===== src/hdl/ktis_pkg.sv =====
// Shared definitions for the key/tag insertion sorter.
// Holds the default sizes, the order mode codes and the controller/datapath structs.
// No dependencies.
package ktis_pkg;

    // default sizes
    localparam int unsigned MAX_ITEMS_DEF = 64;
    localparam int unsigned KEY_BITS_DEF  = 32;
    localparam int unsigned TAG_BITS_DEF  = 16;

    // order mode codes
    localparam logic [1:0] MODE_LT = 2'd0;
    localparam logic [1:0] MODE_LE = 2'd1;
    localparam logic [1:0] MODE_GT = 2'd2;
    localparam logic [1:0] MODE_GE = 2'd3;

    // controller -> datapath commands
    typedef struct packed {
        logic latch_item;   // capture incoming beat, start position at fill count
        logic drop;         // store full, mark batch as overflowed
        logic launch_rd;    // read entry just below insert position
        logic step;         // move entry up one slot, read next one down
        logic place;        // write new item at insert position, bump fill
        logic emit_rd;      // read entry at output index
        logic emit_next;    // advance output index
        logic clear;        // end of run, empty the store
    } t_cmd;

    // datapath -> controller status
    typedef struct packed {
        logic full;         // fill count at capacity
        logic in_last;      // incoming beat ends the batch
        logic item_last;    // latched item ends the batch
        logic precedes;     // new key must pass the stored key just read
        logic out_last;     // output index is on the final stored entry
    } t_sts;

endpackage


===== src/hdl/key_tag_insertion_sorter_core.sv =====
// Key/tag insertion sorter, top level.
// Usage:
//   Slave stream s_axis: one beat per item, tdata = {tag, key}, tlast marks the
//   last item of a batch. Each item is inserted into a sorted store as it arrives.
//   Master stream m_axis: on the batch end the store is read out in order, one
//   beat per stored item; tlast marks the final beat, tuser flags a batch that
//   lost items beyond capacity (MAX_ITEMS).
//   Config channel i_cfg_*: order mode, 0 less (stable ascending), 1 less-or-equal,
//   2 greater (stable descending), 3 greater-or-equal. Ready only while idle.
// Sequencing:
//   An item is latched, the entry just below its insert position is read, and the
//   item then moves past each stored entry it must pass, one memory read and one
//   write per step, before it is placed; an item dropped on a full store is only
//   latched, with no insertion. Readout reads the memory, then offers the output
//   beat, for each result; a stall holds the beat and no new item is taken until the run is out.
//   After the last item is placed or dropped, the first result is read, then offered.
// Reset: synchronous, active low; empties the store and sets the mode to 0.
// Depends on ktis_pkg, ktis_ctrl, ktis_datapath.
module key_tag_insertion_sorter_core
    import ktis_pkg::*;
#(
    parameter int unsigned MAX_ITEMS = MAX_ITEMS_DEF,
    parameter int unsigned KEY_BITS  = KEY_BITS_DEF,
    parameter int unsigned TAG_BITS  = TAG_BITS_DEF,
    localparam int unsigned DW       = ((KEY_BITS + TAG_BITS + 7) / 8) * 8
) (
    input  logic          i_clk,
    input  logic          i_rst_n,
    // config write channel
    input  logic          i_cfg_valid,
    output logic          o_cfg_ready,
    input  logic [1:0]    i_cfg_data,    // order_mode
    // input items
    input  logic          s_axis_tvalid,
    output logic          s_axis_tready,
    input  logic [DW-1:0] s_axis_tdata,  // sort_key, item_tag, zero pad
    input  logic          s_axis_tlast,  // batch_end
    // sorted results
    output logic          m_axis_tvalid,
    input  logic          m_axis_tready,
    output logic [DW-1:0] m_axis_tdata,  // sorted_key, sorted_tag, zero pad
    output logic          m_axis_tlast,  // run_end
    output logic [0:0]    m_axis_tuser   // overflowed
);

    t_cmd                cmd;
    t_sts                sts;
    logic [KEY_BITS-1:0] out_key;
    logic [TAG_BITS-1:0] out_tag;
    logic                out_run_end;
    logic                out_ovf;

    // mode writes only between items, never under an insertion or readout
    assign o_cfg_ready = s_axis_tready;

    ktis_ctrl u_ctrl (
        .i_clk         (i_clk),
        .i_rst_n       (i_rst_n),
        .s_axis_tvalid (s_axis_tvalid),
        .s_axis_tready (s_axis_tready),
        .m_axis_tvalid (m_axis_tvalid),
        .m_axis_tready (m_axis_tready),
        .i_sts         (sts),
        .o_cmd         (cmd)
    );

    ktis_datapath #(
        .MAX_ITEMS (MAX_ITEMS),
        .KEY_BITS  (KEY_BITS),
        .TAG_BITS  (TAG_BITS)
    ) u_dp (
        .i_clk        (i_clk),
        .i_rst_n      (i_rst_n),
        .i_cfg_wr     (i_cfg_valid & o_cfg_ready),
        .i_cfg_data   (i_cfg_data),
        .i_key        (s_axis_tdata[KEY_BITS-1:0]),
        .i_tag        (s_axis_tdata[KEY_BITS+TAG_BITS-1:KEY_BITS]),
        .i_last       (s_axis_tlast),
        .i_cmd        (cmd),
        .o_sts        (sts),
        .o_key        (out_key),
        .o_tag        (out_tag),
        .o_run_end    (out_run_end),
        .o_overflowed (out_ovf)
    );

    // result beat packing
    assign m_axis_tdata = DW'({out_tag, out_key});
    assign m_axis_tlast = out_run_end;
    assign m_axis_tuser = out_ovf;

endmodule


===== src/hdl/ktis_ctrl.sv =====
// Controller state machine for the key/tag insertion sorter.
// Sequences load, insertion shifts and the sorted readout; drives the stream handshakes.
// Depends on ktis_pkg.
module ktis_ctrl
    import ktis_pkg::*;
(
    input  logic i_clk,
    input  logic i_rst_n,
    input  logic s_axis_tvalid,
    output logic s_axis_tready,
    output logic m_axis_tvalid,
    input  logic m_axis_tready,
    input  t_sts i_sts,
    output t_cmd o_cmd
);

    localparam logic [2:0] ST_IDLE   = 3'd0;
    localparam logic [2:0] ST_LAUNCH = 3'd1;
    localparam logic [2:0] ST_INS    = 3'd2;
    localparam logic [2:0] ST_EMIT_R = 3'd3;
    localparam logic [2:0] ST_EMIT_O = 3'd4;

    logic [2:0] r_state;
    logic [2:0] n_state;

    // state register
    always_ff @(posedge i_clk) begin
        if (!i_rst_n) begin
            r_state <= ST_IDLE;
        end else begin
            r_state <= n_state;
        end
    end

    assign s_axis_tready = (r_state == ST_IDLE);
    assign m_axis_tvalid = (r_state == ST_EMIT_O);

    // next state and commands
    always_comb begin
        n_state = r_state;
        o_cmd   = '0;
        unique case (r_state)
            ST_IDLE: begin
                if (s_axis_tvalid) begin
                    o_cmd.latch_item = 1'b1;
                    if (i_sts.full) begin
                        o_cmd.drop = 1'b1;
                        n_state    = i_sts.in_last ? ST_EMIT_R : ST_IDLE;
                    end else begin
                        n_state = ST_LAUNCH;
                    end
                end
            end
            ST_LAUNCH: begin
                o_cmd.launch_rd = 1'b1;
                n_state         = ST_INS;
            end
            ST_INS: begin
                if (i_sts.precedes) begin
                    o_cmd.step = 1'b1;
                end else begin
                    o_cmd.place = 1'b1;
                    n_state     = i_sts.item_last ? ST_EMIT_R : ST_IDLE;
                end
            end
            ST_EMIT_R: begin
                o_cmd.emit_rd = 1'b1;
                n_state       = ST_EMIT_O;
            end
            ST_EMIT_O: begin
                if (m_axis_tready) begin
                    if (i_sts.out_last) begin
                        o_cmd.clear = 1'b1;
                        n_state     = ST_IDLE;
                    end else begin
                        o_cmd.emit_next = 1'b1;
                        n_state         = ST_EMIT_R;
                    end
                end
            end
            default: begin
                n_state = ST_IDLE;
            end
        endcase
    end

endmodule


===== src/hdl/ktis_datapath.sv =====
// Datapath for the key/tag insertion sorter: sorted store memory, comparator,
// fill count, overflow flag, insert position and output index, order mode register.
// Depends on ktis_pkg.
module ktis_datapath
    import ktis_pkg::*;
#(
    parameter int unsigned MAX_ITEMS = MAX_ITEMS_DEF,
    parameter int unsigned KEY_BITS  = KEY_BITS_DEF,
    parameter int unsigned TAG_BITS  = TAG_BITS_DEF
) (
    input  logic                i_clk,
    input  logic                i_rst_n,
    input  logic                i_cfg_wr,
    input  logic [1:0]          i_cfg_data,
    input  logic [KEY_BITS-1:0] i_key,
    input  logic [TAG_BITS-1:0] i_tag,
    input  logic                i_last,
    input  t_cmd                i_cmd,
    output t_sts                o_sts,
    output logic [KEY_BITS-1:0] o_key,
    output logic [TAG_BITS-1:0] o_tag,
    output logic                o_run_end,
    output logic                o_overflowed
);

    localparam int unsigned AW = (MAX_ITEMS > 1) ? $clog2(MAX_ITEMS) : 1;
    localparam int unsigned CW = $clog2(MAX_ITEMS + 1);
    localparam int unsigned MW = KEY_BITS + TAG_BITS;

    logic [MW-1:0]       r_mem [MAX_ITEMS];
    logic [MW-1:0]       r_rd;
    logic [KEY_BITS-1:0] r_key;
    logic [TAG_BITS-1:0] r_tag;
    logic                r_last;
    logic [AW-1:0]       r_pos;
    logic [AW-1:0]       r_k;
    logic [CW-1:0]       r_fill;
    logic                r_dropped;
    logic [1:0]          r_mode;

    logic [AW-1:0]       rd_addr;
    logic                rd_en;
    logic                wr_en;
    logic [MW-1:0]       wr_data;
    logic [KEY_BITS-1:0] rd_key;
    logic                key_lt;
    logic                key_eq;
    logic                cmp;

    // order mode register
    always_ff @(posedge i_clk) begin
        if (!i_rst_n) begin
            r_mode <= MODE_LT;
        end else if (i_cfg_wr) begin
            r_mode <= i_cfg_data;
        end
    end

    // latched item
    always_ff @(posedge i_clk) begin
        if (i_cmd.latch_item) begin
            r_key  <= i_key;
            r_tag  <= i_tag;
            r_last <= i_last;
        end
    end

    // insert position: starts at fill count, walks down one slot per shift
    always_ff @(posedge i_clk) begin
        if (i_cmd.latch_item) begin
            r_pos <= r_fill[AW-1:0];
        end else if (i_cmd.step) begin
            r_pos <= r_pos - AW'(1);
        end
    end

    // fill count, overflow flag, output index
    always_ff @(posedge i_clk) begin
        if (!i_rst_n) begin
            r_fill    <= '0;
            r_dropped <= 1'b0;
            r_k       <= '0;
        end else begin
            if (i_cmd.clear) begin
                r_fill    <= '0;
                r_dropped <= 1'b0;
                r_k       <= '0;
            end else begin
                if (i_cmd.place) begin
                    r_fill <= r_fill + CW'(1);
                end
                if (i_cmd.drop) begin
                    r_dropped <= 1'b1;
                end
                if (i_cmd.emit_next) begin
                    r_k <= r_k + AW'(1);
                end
            end
        end
    end

    // memory ports
    always_comb begin
        priority if (i_cmd.emit_rd) begin
            rd_addr = r_k;
        end else if (i_cmd.launch_rd) begin
            rd_addr = r_pos - AW'(1);
        end else begin
            rd_addr = r_pos - AW'(2);
        end
    end
    assign rd_en   = i_cmd.emit_rd | i_cmd.launch_rd | i_cmd.step;
    assign wr_en   = i_cmd.step | i_cmd.place;
    assign wr_data = i_cmd.step ? r_rd : {r_tag, r_key};

    // sorted store, registered read
    always_ff @(posedge i_clk) begin
        if (wr_en) begin
            r_mem[r_pos] <= wr_data;
        end
        if (rd_en) begin
            r_rd <= r_mem[rd_addr];
        end
    end

    // comparator of new key against stored key
    assign rd_key = r_rd[KEY_BITS-1:0];
    assign key_lt = $signed(r_key) < $signed(rd_key);
    assign key_eq = (r_key == rd_key);
    always_comb begin
        unique case (r_mode)
            MODE_LT: cmp = key_lt;
            MODE_LE: cmp = key_lt | key_eq;
            MODE_GT: cmp = ~key_lt & ~key_eq;
            MODE_GE: cmp = ~key_lt;
            default: cmp = key_lt;
        endcase
    end

    // status to controller
    assign o_sts.full      = (r_fill == CW'(MAX_ITEMS));
    assign o_sts.in_last   = i_last;
    assign o_sts.item_last = r_last;
    assign o_sts.precedes  = (r_pos != '0) & cmp;
    assign o_sts.out_last  = (CW'(r_k) == (r_fill - CW'(1)));

    // result payload, held while the beat waits
    assign o_key        = r_rd[KEY_BITS-1:0];
    assign o_tag        = r_rd[MW-1:KEY_BITS];
    assign o_run_end    = o_sts.out_last;
    assign o_overflowed = r_dropped;

`ifndef SYNTHESIS
    a_fill_range: assert property (@(posedge i_clk) disable iff (!i_rst_n)
        r_fill <= CW'(MAX_ITEMS))
        else $error("fill count beyond capacity");
    a_step_pos: assert property (@(posedge i_clk) disable iff (!i_rst_n)
        i_cmd.step |-> (r_pos != '0))
        else $error("shift below bottom of store");
    a_place_room: assert property (@(posedge i_clk) disable iff (!i_rst_n)
        i_cmd.place |-> (r_fill < CW'(MAX_ITEMS)))
        else $error("item placed into full store");
    a_clear: assert property (@(posedge i_clk) disable iff (!i_rst_n)
        i_cmd.clear |=> (r_fill == '0) && !r_dropped && (r_k == '0))
        else $error("store not emptied after run");
`endif

endmodule


===== config.mk =====
export PLATFORM = sky130hd
export DESIGN_NAME = key_tag_insertion_sorter_core
export DESIGN_NICKNAME = d
export VERILOG_FILES = /design/src/hdl/ktis_pkg.sv /design/src/hdl/key_tag_insertion_sorter_core.sv /design/src/hdl/ktis_ctrl.sv /design/src/hdl/ktis_datapath.sv
export SDC_FILE = /design/constraint.sdc
export NUM_CORES = 2
export LEC_CHECK = 0
export BUFFER_PORTS_ARGS = -buffer_cell sky130_fd_sc_hd__buf_2
export CELL_PAD_IN_SITES_DETAIL_PLACEMENT = 0
export CELL_PAD_IN_SITES_GLOBAL_PLACEMENT = 2
export CORE_MARGIN = 3
export CORE_UTILIZATION = 39
export DETAILED_ROUTE_END_ITERATION = 10
export PLACE_DENSITY_LB_ADDON = 0.1
export SETUP_SLACK_MARGIN = 0.4
export SYNTH_ARGS = -nofsm -noshare
export SYNTH_HDL_FRONTEND = slang
export SYNTH_SLANG_ARGS = --single-unit

===== constraint.sdc =====
create_clock -name i_clk -period 6 [get_ports i_clk]
set_clock_uncertainty 0.2 [all_clocks]
set_input_delay 0.3 -clock i_clk [delete_from_list [all_inputs] [get_ports i_clk]]
set_output_delay 0.3 -clock i_clk [all_outputs]
set_load 0.005 [all_outputs]

Yosys cells after proc, flatten, opt, wreduce, memory -nomap -nowiden
Memories as Yosys holds them, arrays and structs flattened. A register that Yosys moved wholly into a read port is not among the register bits.
Index checks and enable logic that the tools add are counted.
{"block": "word_totals", "reg_bits": 74, "ram_bits": 3072, "input_bits": 56, "output_inout_bits": 53, "word_cells": 73, "mem_count": 1}
{"block": "op_classes", "n_addsub": 5, "n_lt_le_gt_ge": 1, "n_eq_ne": 13, "n_mux": 28, "n_bitwise": 10, "reduce_logical": 6}
{"name": "u_dp.r_mem", "depth": 64, "word_bits": 48, "read_ports": 1, "rd_clocked_by_memory_dff": 1, "wr": 1, "line_no": "ktis_datapath.sv:30", "rtl": "logic [MW-1:0] r_mem [MAX_ITEMS];"}
{"operator": "two-way mux 48 bit", "count": 1}
{"operator": "== test 32 bit", "count": 1}
{"operator": "less-than comparator 32 bit", "count": 1}
{"operator": "two-way mux 6 bit", "count": 4}
{"operator": "two-way mux 2 bit", "count": 8}
{"operator": "one-hot mux 3 bit (5 select lines)", "count": 1}
{"operator": "two-way mux 3 bit", "count": 4}
{"operator": "two-way mux 1 bit", "count": 9}
{"operator": "adder 7 x 1 -> 7 bit (second input constant)", "count": 1}
{"operator": "== test 6 x 7 -> 1 bit", "count": 1}
{"operator": "== test 7 bit (second input constant)", "count": 1}
{"operator": "subtractor 7 x 1 -> 7 bit (second input constant)", "count": 1}
{"operator": "adder 6 x 1 -> 6 bit (second input constant)", "count": 1}
{"operator": "== test 3 x 2 -> 1 bit (second input constant)", "count": 2}
{"operator": "nonzero test 6 bit", "count": 1}
{"operator": "subtractor 6 x 1 -> 6 bit (second input constant)", "count": 1}
{"operator": "subtractor 6 x 2 -> 6 bit (second input constant)", "count": 1}
{"operator": "== test 2 bit (second input constant)", "count": 2}
{"operator": "inequality test 2 x 1 -> 1 bit (second input constant)", "count": 2}
{"operator": "OR 1 bit", "count": 4}
{"operator": "one-hot mux 1 bit (4 select lines)", "count": 1}
{"operator": "AND 1 bit", "count": 3}
{"operator": "== test 3 x 1 -> 1 bit (second input constant)", "count": 1}
{"operator": "== test 3 bit (second input constant)", "count": 1}
{"operator": "8 further kinds", "count": 10}

Depth between registers and ports, before layout
{"block": "depth", "ltp_word": 10, "ltp_mapped": 15, "mapped_depth_nobuf": 11}

Cells and area by module
Synthesis repeated with hierarchy kept, for this count alone.
{"block": "hier_totals", "cells_unflattened": 13250, "hier_area_um2": 170770.0}
{"module": "ktis_datapath", "n_inst": 1, "cells_per_inst": 13208, "area_each_um2": 170443.5, "seq_area_each_um2": 95661.7}
{"module": "ktis_ctrl", "n_inst": 1, "cells_per_inst": 40, "area_each_um2": 312.8, "seq_area_each_um2": 60.1}
{"module": "key_tag_insertion_sorter_core", "n_inst": 1, "cells_per_inst": 2, "area_each_um2": 13.8, "seq_area_each_um2": 0.0}

Worst setup path after synthesis
Ideal clock, no wire load.
{"block": "synth_timing", "path_kind": "reg2reg", "from": "reg u_dp.r_rd[1] (read register of u_dp.r_mem)", "to": "mem u_dp.r_mem[0][1] (netlist name) (data pin)", "setup_time_ns": 0.702, "arrival_time_ns": 5.035, "required_ns": 5.098, "path_slack_ns": 0.063, "stages_incl_launch_ff": 13, "n_path_buf": 2, "period_less_slack_ns": 5.937, "path_cell_list": "edfxtp_1 inv_1 ha_1 nor2b_1 o211ai_1 a2111oi_0 or4b_1 a221oi_2 o31a_4 nand3_2 buf_6 clkbuf_1 o21ai_0"}
{"block": "synth_via", "elab_chain_len": 8, "word_cells_on_any_way": 11, "cone_classes": "order compare (1); eq/ne (1); mux (4); bitwise (5)"}
{"item": "start: declaration", "line_no": "ktis_datapath.sv:31", "rtl": "logic [MW-1:0] r_rd;"}
{"item": "less-than comparator 32 bit or == test 32 bit (tied branches)", "line_no": "ktis_datapath.sv:128, ktis_datapath.sv:129"}
{"item": "NOT 1 bit, on equally long branches", "line_no": "ktis_datapath.sv:134, ktis_datapath.sv:135"}
{"item": "AND 1 bit", "line_no": "ktis_datapath.sv:134", "rtl": "MODE_GT: cmp = ~key_lt & ~key_eq;"}
{"item": "one-hot mux 1 bit (4 select lines)", "line_no": "ktis_datapath.sv:131", "rtl": "unique case (r_mode)"}
{"item": "AND 1 bit", "line_no": "ktis_datapath.sv:144", "rtl": "assign o_sts.precedes = (r_pos != '0) & cmp;"}
{"item": "two-way mux 1 bit", "line_no": "ktis_ctrl.sv:59", "rtl": "if (i_sts.precedes) begin"}
{"item": "two-way mux 2 bit", "line_no": "ktis_ctrl.sv:42", "rtl": "unique case (r_state)"}
{"item": "two-way mux 48 bit *", "line_no": "ktis_datapath.sv:114", "rtl": "assign wr_data = i_cmd.step ? r_rd : {r_tag, r_key};"}
{"item": "net u_dp.wr_data[1]", "line_no": "ktis_datapath.sv:44", "rtl": "logic [MW-1:0] wr_data;"}
{"item": "end: declaration", "line_no": "ktis_datapath.sv:30"}
Mark *: on every way through the listed nets, which the timed path passes. The rest lies on a longest branch.

Worst setup path after layout
{"block": "layout_timing", "from": "reg u_dp.r_rd[1] (read register of u_dp.r_mem)", "to": "mem u_dp.r_mem[62][9] (netlist name) (data pin)"}
{"block": "layout_via", "elab_chain_len": 8, "word_cells_on_any_way": 11, "cone_classes": "order compare (1); eq/ne (1); mux (4); bitwise (5)"}
{"item": "less-than comparator 32 bit or == test 32 bit (tied branches)", "line_no": "ktis_datapath.sv:128, ktis_datapath.sv:129"}
{"item": "NOT 1 bit, on equally long branches", "line_no": "ktis_datapath.sv:134, ktis_datapath.sv:135"}
{"item": "AND 1 bit", "line_no": "ktis_datapath.sv:134"}
{"item": "one-hot mux 1 bit (4 select lines) *", "line_no": "ktis_datapath.sv:131"}
{"item": "AND 1 bit *", "line_no": "ktis_datapath.sv:144"}
{"item": "two-way mux 1 bit *", "line_no": "ktis_ctrl.sv:59"}
{"item": "two-way mux 2 bit *", "line_no": "ktis_ctrl.sv:42"}
{"item": "two-way mux 48 bit *", "line_no": "ktis_datapath.sv:114"}
{"item": "net u_dp.wr_data[9]", "line_no": "ktis_datapath.sv:44"}
Marked as above.

==> flow_summary.ini <==
[outcome]
outcome = complete, no violations

[setup_path]
cp-end-kind = register
worstPathRequired_ps = 6430
cp_max_fo = 64
rr_startpoint = u_dp.r_rd[1]$_DFFE_PP_
arrival_ps = 5760
critPathKind = register to register
start_kind = register
critPathLaunch = u_dp.r_rd[1]$_DFFE_PP_

[placement]
numPortBuffers = 108
hpwlAfterDp_um = 250000
gp_congestion = 0.806
place.detailed.instances = 13400
placed_area_mm2 = 0.136

[global_route]
grt_pass1_vias = 79600
grt_pass1_wl_um = 652000
grt_overflow = 0
grt_use_total_pct = 27.7
grt_max_degree = 120
antenna_found_initial = 24

[timing]
maxSlewViolCount = 0
hold_viol = 0
fmaxAchievable_mhz = 188
timing.final.crit_share_pct = 88.8
maxSlewHeadroom_pct = 19.2
post-route-min-period_ps = 5330
fin_hold_ws_ps = 57.3
rsz0062_at_grt = false
setup_violations = 0
fin_tns_setup_ps = 0
tightestPinTransition_ps = 1210

[clock_tree]
htree_num_levels = 5
clk_pin_slew_worst_paths_ps = 60
tritoncts = built
cts_setup_buffers = 0
clockBufferDepth = 4
clk_latency_ps = 930
clock-sinks = 3194
cts_hold_buf = 95
cts_made_buffers = 353
cts-root-buf = clkbuf_16
cts_resized = 0

[synthesis]
ys.flop_type = edfxtp_1
synthDistinctLibCells = 59
syn_inst = 9339
synth_area_per_cell_um2 = 13.7
synth_edf_count = 3175
ys_seq_area_share_pct = 75.0
syn_nets = 9437
synth_area_mm2 = 0.128
yosysWarnings = 0
synth_seq_cells = 3194
ys_async_sr_fraction_pct = 0

[power]
p_leak_nw = 49.1
finalPower_w = 0.0867
ir_worst_vdd_v = 0.000491
power_density_mw_per_mm2 = 586

[final_layout]
finalNetCount = 9649
syn_to_final_growth_pct = 16.0
design_area_mm2 = 0.148
multi_input_area_mm2 = 0.0296
regArea_mm2 = 0.0957
drive_gt1_share_pct = 11.3
layout.cells.non_filler = 14200
fill_cells = 28800

[routing]
drt-initial-drc-count = 9989
wire_per_inst_um = 33.5
drc_errors = 0
via_per_inst = 5.91
via_count = 83700
wl_um = 474000
ant_nets = 0
firstDrtPassIters = 6

[floorplan]
rows = 209
dieHeight_um = 578
io-pin-count = 109
start_util_pct = 39.3
fp.dieArea_mm2 = 0.334
core_mm2 = 0.325
die_w_um = 578

[hold_path]
hold_path_class = input port to register
min-delay-start = s_axis_tdata[0]

[flow_run]
drv_cap = 0
power breakdown:
part           leakage (nW)  switching, W  internal (W)
Clock                  5.37       0.00889        0.0123
Sequential             28.7      0.000365        0.0275
Combinational          15.0        0.0269        0.0109
flip-flops by register name (all words and copies together) (netlist names):
register           flops
u_dp.r_last            1
u_dp.r_mem          3072
u_dp.r_fill            7
u_dp.r_tag            16
u_dp.o_overflowed      1
u_dp.r_k               6
u_ctrl.r_state         3
u_dp.r_pos             6
u_dp.r_key            32
u_dp.r_mode            2
u_dp.r_rd             48
routing by layer:
layer  vias to the layer above  global-route usage (%)  wire length, µm
li1                      36200                       -                -
met3                       664                    4.09            31400
met1                     43700                    38.3           201000
met2                      3149                    45.4           225000
met5                         -                       0               24
met4                         4                    8.55            16600
cells by family after synthesis:
family	after synthesis	synth area share [%]
mux	21	0.194
buf+inv	786	2.51
xor+xnor	21	0.144
compound gates	1588	9.25
fa+ha+maj	42	0.412
flops	3194	75.0
simple gates	3687	12.5
cells in the mapped netlist, drive strengths merged, types with 5 or more instances:
cell    count  area, µm²
nand2    2367       8890
a311oi    576       5040
nand2b      6       37.5
a21oi     221       1110
a31oi     195       1220
clkbuf    518       1950
nand4      10       62.6
nand3     788       3950
inv        46        173
o21ai      41        213
or3         5       31.3
xnor2      12        105
edfxtp   3175      95300
dfxtp      19        380
a21o        5       37.5
nor2       99        372
a211oi    533       4010
nor3        7       40.0
xor2        9       78.8
and3      388       2430
ha         42        526
mux2       18        218
buf       222       1090
path summary, 6_finish.rpt:
check                                                      end  slack [ps]  cells past startpoint
worst max-delay path               u_dp.r_mem[62][9]$_DFFE_PP_         670                     14
worst min-delay path                   u_dp.r_key[0]$_DFFE_PP_          60                      2
worst max register to register     u_dp.r_mem[62][9]$_DFFE_PP_         670                     14
worst min register to register  u_dp.o_overflowed$_SDFFE_PP0P_         300                      2
critical path: stages, from the launching register on:
cell,delay [ps]
edfxtp_1,390
inv_1,140
ha_1,260
nor2b_1,140
o211ai_1,390
a2111oi_0,190
or4b_1,760
a221oi_2,460
o21ai_2,200
nand3_4,130
buf_4,420
buf_4,490
nand2_1,170
o21ai_4,80
buf_4,480
cells in the final DEF (no fill, tap or decap), types with 6 or more instances in the layout:
cell,Yosys,routed
diode_2,0,8
a31oi_1,195,195
nor3_1,6,6
buf_2,160,108
dlygate4sd3_1,0,95
edfxtp_1,3175,3175
a21oi_1,221,221
dfxtp_1,19,19
nand4_1,10,10
clkinv_2,0,49
nand2b_1,6,6
a211oi_1,532,532
and3_1,388,388
clkinv_1,0,75
a311oi_1,576,576
clkbuf_1,517,80
nand2_1,2365,2364
buf_4,10,271
xnor2_1,12,12
inv_1,45,44
clkbuf_16,0,363
nand3_1,787,787
clkinvlp_4,0,15
xor2_1,9,9
bufinv_16,0,29
nor2_1,99,34
buf_12,0,123
mux2_2,13,13
nor2_4,0,65
ha_1,42,42
o21ai_4,0,33
stage by stage:
stage               utilization, %  setup slack [ps]
floorplan                        -              63.3
global placement              41.8               722
detailed placement            41.8               680
CTS                           45.5               637
global route                  45.5               403
finish                        45.5               670
final cells by class:
type / count / area share (%)
well taps: 4325 / 3.66
flip-flops and latches: 3194 / 64.7
diodes: 8 / 0.0135
repair buffers: 597 / 4.05
multi-input cells: 5359 / 20.0
clock buffers: 443 / 6.34
inverters: 46 / 0.118
clock inverters: 182 / 1.13
(Power assumes the default switching activity.)
